[config.mk]
export PLATFORM = sky130hd
export DESIGN_NAME = sts_ctrl
export DESIGN_NICKNAME = d
export VERILOG_FILES = /design/src/rtl/sts_pkg.sv /design/src/rtl/sts_ctrl.sv
export SDC_FILE = /design/constraint.sdc
export NUM_CORES = 1
export LEC_CHECK = 0
export BUFFER_PORTS_ARGS = -buffer_cell sky130_fd_sc_hd__buf_2
export CAP_MARGIN = 15
export CORE_MARGIN = 2
export CORE_UTILIZATION = 50
export DETAILED_ROUTE_END_ITERATION = 12
export GPL_ROUTABILITY_DRIVEN = 1
export HOLD_SLACK_MARGIN = 0.05
export PLACE_DENSITY = 0.88
export SLEW_MARGIN = 10
export SYNTH_ARGS = -nofsm -noshare
export SYNTH_HDL_FRONTEND = slang
export SYNTH_SLANG_ARGS = --single-unit
[constraint.sdc]
create_clock -name clock -period 4 [get_ports clock]
set_clock_uncertainty 0.05 [all_clocks]
set_input_delay 0.8 -clock clock [delete_from_list [all_inputs] [get_ports clock]]
set_output_delay 0.8 -clock clock [all_outputs]
set_load 0.01 [all_outputs]
[src/rtl/sts_pkg.sv]
`default_nettype none
// ----------------------------------------------------------------------------
// sts_pkg
// Shared constants, operation codes and the result record of the sorted
// table search block.
// ----------------------------------------------------------------------------
package sts_pkg;

   localparam int STS_DEPTH     = 256;
   localparam int STS_KEY_WIDTH = 32;

   // Field widths of the stream payloads.
   localparam int OPCODE_W  = 2;
   localparam int POS_W     = 9;
   localparam int KEY_W     = 32;
   localparam int IDX_W     = 9;
   localparam int CNT_OUT_W = 9;

   localparam int REQ_TDATA_W = 48;
   localparam int REQ_TUSER_W = OPCODE_W;
   localparam int RSP_TDATA_W = 24;

   localparam logic [OPCODE_W-1:0] OP_SEARCH = 2'd0;
   localparam logic [OPCODE_W-1:0] OP_INSERT = 2'd1;
   localparam logic [OPCODE_W-1:0] OP_REMOVE = 2'd2;

   // One result record, result_index in the lowest bits.
   typedef struct packed {
      logic                        error;
      logic [CNT_OUT_W-1:0]        count;
      logic                        found;
      logic signed [IDX_W-1:0]     result_index;
   } rsp_fields_type;

endpackage
`default_nettype wire

[src/rtl/sts_ctrl.sv]
`default_nettype none
// ----------------------------------------------------------------------------
// sts_ctrl
// Operation sequencer: binary search probes, shift loops for insert and
// remove, fill count, compare mode register and the result register.
// ----------------------------------------------------------------------------
module sts_ctrl #(
   parameter int DEPTH     = 256,
   parameter int KEY_WIDTH = 32
) (
   input  wire logic                             clock,
   input  wire logic                             reset,
   input  wire logic                             csr_wr_en,
   input  wire logic                             csr_wr_data,
   input  wire logic                             req_valid,
   output logic                                  req_ready,
   input  wire logic [sts_pkg::OPCODE_W-1:0]     req_opcode,
   input  wire logic [sts_pkg::POS_W-1:0]        req_position,
   input  wire logic [sts_pkg::KEY_W-1:0]        req_key,
   output logic                                  rsp_valid,
   input  wire logic                             rsp_ready,
   output sts_pkg::rsp_fields_type               rsp_fields,
   output logic                                  ram_wr_en,
   output logic [$clog2(DEPTH)-1:0]              ram_wr_addr,
   output logic [KEY_WIDTH-1:0]                  ram_wr_data,
   output logic                                  ram_rd_en,
   output logic [$clog2(DEPTH)-1:0]              ram_rd_addr,
   input  wire logic [KEY_WIDTH-1:0]             ram_rd_data
);

   import sts_pkg::*;

   localparam int ADDR_W = $clog2(DEPTH);
   localparam int CNT_W  = $clog2(DEPTH + 1);
   localparam int CMP_W  = ((CNT_W > POS_W) ? CNT_W : POS_W) + 1;

   localparam logic [KEY_WIDTH-1:0] SIGN_BIT = KEY_WIDTH'(1) << (KEY_WIDTH - 1);

   localparam logic [3:0] S_IDLE   = 4'd0;
   localparam logic [3:0] S_BIN_RD = 4'd1;
   localparam logic [3:0] S_BIN_EV = 4'd2;
   localparam logic [3:0] S_LO_EV  = 4'd3;
   localparam logic [3:0] S_HI_EV  = 4'd4;
   localparam logic [3:0] S_INS_RD = 4'd5;
   localparam logic [3:0] S_INS_MV = 4'd6;
   localparam logic [3:0] S_INS_WR = 4'd7;
   localparam logic [3:0] S_RM_RD  = 4'd8;
   localparam logic [3:0] S_RM_MV  = 4'd9;
   localparam logic [3:0] S_FIN    = 4'd10;

   logic [3:0]           state_ff,      state_in;
   logic                 key_signed_ff, key_signed_in;
   logic [CNT_W-1:0]     count_ff,      count_in;
   logic [KEY_WIDTH-1:0] key_ff,        key_in;
   logic [ADDR_W-1:0]    pos_ff,        pos_in;
   logic [ADDR_W-1:0]    lo_ff,         lo_in;
   logic [ADDR_W-1:0]    hi_ff,         hi_in;
   logic [ADDR_W-1:0]    rptr_ff,       rptr_in;
   logic [IDX_W-1:0]     res_idx_ff,    res_idx_in;
   logic                 res_found_ff,  res_found_in;
   logic                 res_err_ff,    res_err_in;
   logic                 rsp_valid_ff,  rsp_valid_in;
   rsp_fields_type       rsp_fields_ff, rsp_fields_in;

   logic [ADDR_W:0]      mid_sum;
   logic [ADDR_W-1:0]    mid;
   logic                 probe_more;
   logic [KEY_WIDTH-1:0] flip;
   logic                 rd_ge;
   logic                 rd_eq;
   logic [CMP_W-1:0]     pos_w;
   logic [CMP_W-1:0]     cnt_w;
   logic                 req_fire;

   assign req_ready  = (state_ff == S_IDLE);
   assign req_fire   = req_valid && req_ready;
   assign rsp_valid  = rsp_valid_ff;
   assign rsp_fields = rsp_fields_ff;

   // Probe point rounds up, as in the search loop.
   assign mid_sum    = {1'b0, lo_ff} + {1'b0, hi_ff} + (ADDR_W + 1)'(1);
   assign mid        = mid_sum[ADDR_W:1];
   assign probe_more = (({1'b0, lo_ff} + (ADDR_W + 1)'(1)) < {1'b0, hi_ff});

   // Signed compare is an unsigned compare with the sign bits inverted.
   assign flip  = key_signed_ff ? SIGN_BIT : '0;
   assign rd_ge = ((ram_rd_data ^ flip) >= (key_ff ^ flip));
   assign rd_eq = (ram_rd_data == key_ff);

   assign pos_w = CMP_W'(req_position);
   assign cnt_w = CMP_W'(count_ff);

   always_comb begin
      state_in      = state_ff;
      key_signed_in = csr_wr_en ? csr_wr_data : key_signed_ff;
      count_in      = count_ff;
      key_in        = key_ff;
      pos_in        = pos_ff;
      lo_in         = lo_ff;
      hi_in         = hi_ff;
      rptr_in       = rptr_ff;
      res_idx_in    = res_idx_ff;
      res_found_in  = res_found_ff;
      res_err_in    = res_err_ff;
      rsp_valid_in  = rsp_valid_ff && !rsp_ready;
      rsp_fields_in = rsp_fields_ff;
      ram_wr_en     = 1'b0;
      ram_wr_addr   = pos_ff;
      ram_wr_data   = key_ff;
      ram_rd_en     = 1'b0;
      ram_rd_addr   = rptr_ff;

      unique case (state_ff)
         S_IDLE: begin
            if (req_fire) begin
               key_in       = KEY_WIDTH'(req_key);
               pos_in       = ADDR_W'(req_position);
               res_idx_in   = '0;
               res_found_in = 1'b0;
               res_err_in   = 1'b0;
               unique case (req_opcode)
                  OP_SEARCH: begin
                     if (count_ff == '0) begin
                        res_idx_in = '1;
                        state_in   = S_FIN;
                     end else begin
                        lo_in    = '0;
                        hi_in    = ADDR_W'(count_ff - CNT_W'(1));
                        state_in = S_BIN_RD;
                     end
                  end
                  OP_INSERT: begin
                     if (pos_w > cnt_w || cnt_w >= CMP_W'(DEPTH)) begin
                        res_err_in = 1'b1;
                        state_in   = S_FIN;
                     end else if (pos_w == cnt_w) begin
                        state_in = S_INS_WR;
                     end else begin
                        rptr_in  = ADDR_W'(count_ff - CNT_W'(1));
                        state_in = S_INS_RD;
                     end
                  end
                  OP_REMOVE: begin
                     if (pos_w >= cnt_w) begin
                        res_err_in = 1'b1;
                        state_in   = S_FIN;
                     end else if (pos_w + CMP_W'(1) == cnt_w) begin
                        count_in = count_ff - CNT_W'(1);
                        state_in = S_FIN;
                     end else begin
                        rptr_in  = ADDR_W'(pos_w + CMP_W'(1));
                        state_in = S_RM_RD;
                     end
                  end
                  default: begin
                     res_err_in = 1'b1;
                     state_in   = S_FIN;
                  end
               endcase
            end
         end
         S_BIN_RD: begin
            ram_rd_en = 1'b1;
            if (probe_more) begin
               ram_rd_addr = mid;
               state_in    = S_BIN_EV;
            end else begin
               ram_rd_addr = lo_ff;
               state_in    = S_LO_EV;
            end
         end
         S_BIN_EV: begin
            if (rd_ge) begin
               hi_in = mid;
            end else begin
               lo_in = mid;
            end
            state_in = S_BIN_RD;
         end
         S_LO_EV: begin
            if (rd_eq) begin
               res_idx_in   = IDX_W'(lo_ff);
               res_found_in = 1'b1;
               state_in     = S_FIN;
            end else if (rd_ge) begin
               res_idx_in = '1;
               state_in   = S_FIN;
            end else begin
               ram_rd_en   = 1'b1;
               ram_rd_addr = hi_ff;
               state_in    = S_HI_EV;
            end
         end
         S_HI_EV: begin
            // The searched key at or above the upper entry selects it.
            if (!(rd_ge && !rd_eq)) begin
               res_idx_in   = IDX_W'(hi_ff);
               res_found_in = rd_eq;
            end else begin
               res_idx_in = IDX_W'(lo_ff);
            end
            state_in = S_FIN;
         end
         S_INS_RD: begin
            ram_rd_en   = 1'b1;
            ram_rd_addr = rptr_ff;
            state_in    = S_INS_MV;
         end
         S_INS_MV: begin
            ram_wr_en   = 1'b1;
            ram_wr_addr = rptr_ff + ADDR_W'(1);
            ram_wr_data = ram_rd_data;
            if (rptr_ff == pos_ff) begin
               state_in = S_INS_WR;
            end else begin
               ram_rd_en   = 1'b1;
               ram_rd_addr = rptr_ff - ADDR_W'(1);
               rptr_in     = rptr_ff - ADDR_W'(1);
            end
         end
         S_INS_WR: begin
            ram_wr_en   = 1'b1;
            ram_wr_addr = pos_ff;
            ram_wr_data = key_ff;
            count_in    = count_ff + CNT_W'(1);
            state_in    = S_FIN;
         end
         S_RM_RD: begin
            ram_rd_en   = 1'b1;
            ram_rd_addr = rptr_ff;
            state_in    = S_RM_MV;
         end
         S_RM_MV: begin
            ram_wr_en   = 1'b1;
            ram_wr_addr = rptr_ff - ADDR_W'(1);
            ram_wr_data = ram_rd_data;
            if (CNT_W'(rptr_ff) + CNT_W'(1) == count_ff) begin
               count_in = count_ff - CNT_W'(1);
               state_in = S_FIN;
            end else begin
               ram_rd_en   = 1'b1;
               ram_rd_addr = rptr_ff + ADDR_W'(1);
               rptr_in     = rptr_ff + ADDR_W'(1);
            end
         end
         S_FIN: begin
            if (!rsp_valid_ff || rsp_ready) begin
               rsp_valid_in               = 1'b1;
               rsp_fields_in.result_index = res_idx_ff;
               rsp_fields_in.found        = res_found_ff;
               rsp_fields_in.count        = CNT_OUT_W'(count_ff);
               rsp_fields_in.error        = res_err_ff;
               state_in                   = S_IDLE;
            end
         end
         default: begin
            state_in = S_IDLE;
         end
      endcase
   end

   always_ff @(posedge clock) begin
      if (reset) begin
         state_ff      <= S_IDLE;
         key_signed_ff <= 1'b0;
         count_ff      <= '0;
         rsp_valid_ff  <= 1'b0;
      end else begin
         state_ff      <= state_in;
         key_signed_ff <= key_signed_in;
         count_ff      <= count_in;
         rsp_valid_ff  <= rsp_valid_in;
      end
   end

   always_ff @(posedge clock) begin
      key_ff        <= key_in;
      pos_ff        <= pos_in;
      lo_ff         <= lo_in;
      hi_ff         <= hi_in;
      rptr_ff       <= rptr_in;
      res_idx_ff    <= res_idx_in;
      res_found_ff  <= res_found_in;
      res_err_ff    <= res_err_in;
      rsp_fields_ff <= rsp_fields_in;
   end

endmodule
`default_nettype wire

==> out/qor.yml <==
setup_slack_ps: -172
worst-endpoint-required_ps: 3150
r2r_end: "rptr_ff[4]$_DFFE_PP_"
maxSlewViolCount: 0
seq_area_frac_synth: 0.389
antenna_found_initial: 0
status: "finished with violations"
yosys_warnings: 0
syn_inst: 899
post-route-period-util: 1.04
synth_edf_count: 95
synth_area_um2: 8110
area.growth.synth_to_final_pct: 27.6
grt_pass1_vias: 7420
dr.first_iter.drc_count: 973
root_buffer: "clkbuf_16"
finalWirelength_mm: 25.5
critPathCaptureType: "output port"
ff2ff_setup_slack_ps: 340
min-delay-start: "res_idx_ff[2]$_DFFE_PP_"
ios: 153
nets: 1239
ant_nets: 0
rsz0062_at_grt: "yes"
place.port_buffers: 152
r2r-start: "count_ff[2]$_SDFFE_PP0P_"
dieArea_um2: 17200
worst_pin_slew_ps: 1130
fillers: 1257
setup_violations: 8
path_buf_inv: 2
fmax_mhz: 240
synthesis.nets: 1042
worstPathCellList: "buf_6 -> nand3_4 -> or2_2 -> xnor2_1 -> ha_1 -> o21ai_0 -> nand2b_1 -> o41ai_2 -> nand2_2 -> mux2i_2 -> a22o_1 -> a211o_1 -> buf_2"
arrival_ps: 3320
vias: 8080
track_usage: 0.275
firstDrtPassIters: 5
synth_top_area_share: 0.352
cts.clk_slew.worst_paths_ps: 80
synth_area_leader_cell: "edfxtp_1"
cap_violations: 0
core_area_um2: 15900
ys_async_sr_fraction: 0
synthFlopType: "edfxtp_1"
crit_type: "flop to output port"
whs_path_depth: 0
relSlewSlack: 0.242
slowest_stage: "edfxtp_1"
grt_pass1_wl_mm: 38.1
synth.distinct_cells: 72
ff2ff_path_depth: 9
whs_ps: 371
worst_setup_path_start_kind: "flop"
critical-path-top-delay-family: "simple AND/OR/NAND/NOR gates"
total_leakage_power_nw: 4.31
cts.htree.levels: 3
place.gp.congestion: 0.994
seqCellArea_um2: 3150
cts_tree: "yes"
synth.avg_cell_area_um2: 9.02
worst_ir_drop_vdd_mv: 0.494
synth_area_leaders: "edfxtp_1, ha_1, nand2_1"
dieWidth_um: 131
grt_max_degree: 62
dp.final_hpwl_mm: 18.0
multi_input_area_um2: 5000
die_h_um: 131
cts_buffers: 9
synth-seq-cells: 110
initial_utilization: 0.510
wl_per_cell_um: 19.4
power_mw: 6.89
clk_latency_ps: 360
layout-drive-gt1-share: 0.294
critical-path-max-stage-delay_ps: 560
grt_overflow_total: 0
hold_path_end: "rsp_fields[2]$_DFFE_PP_"
via_per_inst: 6.14
power_density_nw_per_um2: 666
route.detailed.drc: 0
antenna_cells: 0
violations: "setup timing"
final_common_cell: "buf_2"
fin_crit_ps: 4170
cts.sinks: 110
most-common-layout-cells: "buf_2, nand2_1, edfxtp_1"
hold_viol_final: 0
path_max_fanout: 7
hp-class: "flop to flop"
fp-row-count: 46
clockBufferDepth: 2
[worst reg2reg max path, delay by kind of cell (launching register included)]
kind | cells | cell delay, ps
simple gates | 4 | 860
compound gates | 2 | 1140
flops | 1 | 520
buf+inv | 2 | 410
fa+ha+maj | 1 | 290
[cells in the mapped netlist (4+ instances only)]
| library cell | number |
|---|---|
| a211o_1 | 6 |
| a211oi_1 | 7 |
| a21o_1 | 16 |
| a21oi_1 | 53 |
| a221o_1 | 15 |
| a221oi_1 | 4 |
| a22o_1 | 9 |
| a31oi_1 | 11 |
| and2_1 | 5 |
| and3_1 | 12 |
| buf_2 | 10 |
| clkbuf_1 | 31 |
| dfxtp_1 | 15 |
| edfxtp_1 | 95 |
| ha_1 | 61 |
| inv_1 | 60 |
| mux2i_1 | 12 |
| nand2_1 | 110 |
| nand2b_1 | 8 |
| nand3_1 | 40 |
| nand4_1 | 8 |
| nor2_1 | 61 |
| nor2b_1 | 7 |
| nor3_1 | 13 |
| nor3b_1 | 6 |
| nor4_1 | 6 |
| o211ai_1 | 5 |
| o21ai_0 | 61 |
| o21bai_1 | 7 |
| o221ai_1 | 9 |
| o22ai_1 | 6 |
| or2_2 | 6 |
| or3_1 | 8 |
| or4_1 | 4 |
| xnor2_1 | 32 |
| xor2_1 | 25 |
[worst max-delay path by stage]
stage | from | end | slack (ps) | depth (start not counted)
after floorplan | ram_rd_data[13] | ram_rd_addr[3] | 110 | 10
after global placement | ram_rd_data[14] | ram_rd_addr[2] | -180 | 12
after detailed placement | ram_rd_data[7] | ram_rd_addr[3] | -200 | 12
after CTS | lo_ff[0]$_SDFFCE_PN0P_ | ram_rd_addr[2] | -120 | 13
after global routing | lo_ff[2]$_SDFFCE_PN0P_ | ram_rd_addr[2] | -270 | 13
final | lo_ff[2]$_SDFFCE_PN0P_ | ram_rd_addr[2] | -170 | 13
[logic make-up (layout without fill, tap and decap cells)]
| family | Yosys count | after routing | synth area share |
|---|---|---|---|
| XOR/XNOR | 57 | 57 | 0.0616 |
| AO/OA/AOI/OAI | 243 | 243 | 0.202 |
| buffers and inverters | 107 | 309 | 0.0522 |
| adder cells (fa/ha/maj) | 62 | 62 | 0.0966 |
| AND/OR/NAND/NOR | 305 | 305 | 0.180 |
| multiplexers | 15 | 15 | 0.0190 |
| flip-flops | 110 | 110 | 0.389 |
[power breakdown]
group	internal, mW	switching, mW	total, mW	leakage, nW
combinational	1.73	2.30	4.03	3.16
sequential	1.70	0.273	1.97	1.01
clock	0.437	0.448	0.885	0.137
[repair_timing]
| item | in CTS | in global routing |
|---|---|---|
| pin swaps | 5 | 18 |
| gates resized for setup | 14 | 67 |
| setup buffers | 9 | 19 |
| hold buffers | 0 | 0 |
| hold endpoints to repair | 0 | 0 |
| endpoints found under the setup margin | 9 | 9 |
[sequential cells by signal, indices dropped and copies added, names as in the netlist]
| signal | flops |
|---|---|
| count_ff | 9 |
| hi_ff | 8 |
| key_ff | 32 |
| key_signed_ff | 1 |
| lo_ff | 8 |
| pos_ff | 8 |
| res_err_ff | 1 |
| res_found_ff | 1 |
| res_idx_ff | 9 |
| rptr_ff | 8 |
| rsp_fields | 20 |
| rsp_valid | 1 |
| state_ff | 4 |
[area by class of cell]
cell class | count | area share
Inverter | 61 | 0.0221
Clock inverter | 7 | 0.00665
Multi-Input combinational cell | 682 | 0.483
Sequential cell | 110 | 0.305
Tap cell | 216 | 0.0261
Timing Repair Buffer | 232 | 0.135
Clock buffer | 9 | 0.0218
[routing by layer]
layer  track usage  routed length (um)  vias to the layer above
met2         0.455               12000                      527
li1              -                   -                     3705
met3        0.0556                2490                       95
met5             0                   0                        -
met4         0.106                1140                        0
met1         0.356                9870                     3753
[stage by stage]
| stage | TNS, ps | setup WS, ps | cells | area (um2) | utilization |
|---|---|---|---|---|---|
| after global placement | -1090 | -175 | 1273 | 9360 | 0.589 |
| final | -756 | -172 | 1317 | 10300 | 0.651 |
| after global routing | -1750 | -273 | 1317 | 10300 | 0.651 |
| after floorplan | 0 | 106 | 899 | 8110 | - |
| after CTS | -489 | -116 | 1298 | 9780 | 0.616 |
| after detailed placement | -1370 | -204 | 1273 | 9360 | 0.589 |
Note: power is estimated with default switching activity, not from simulation.
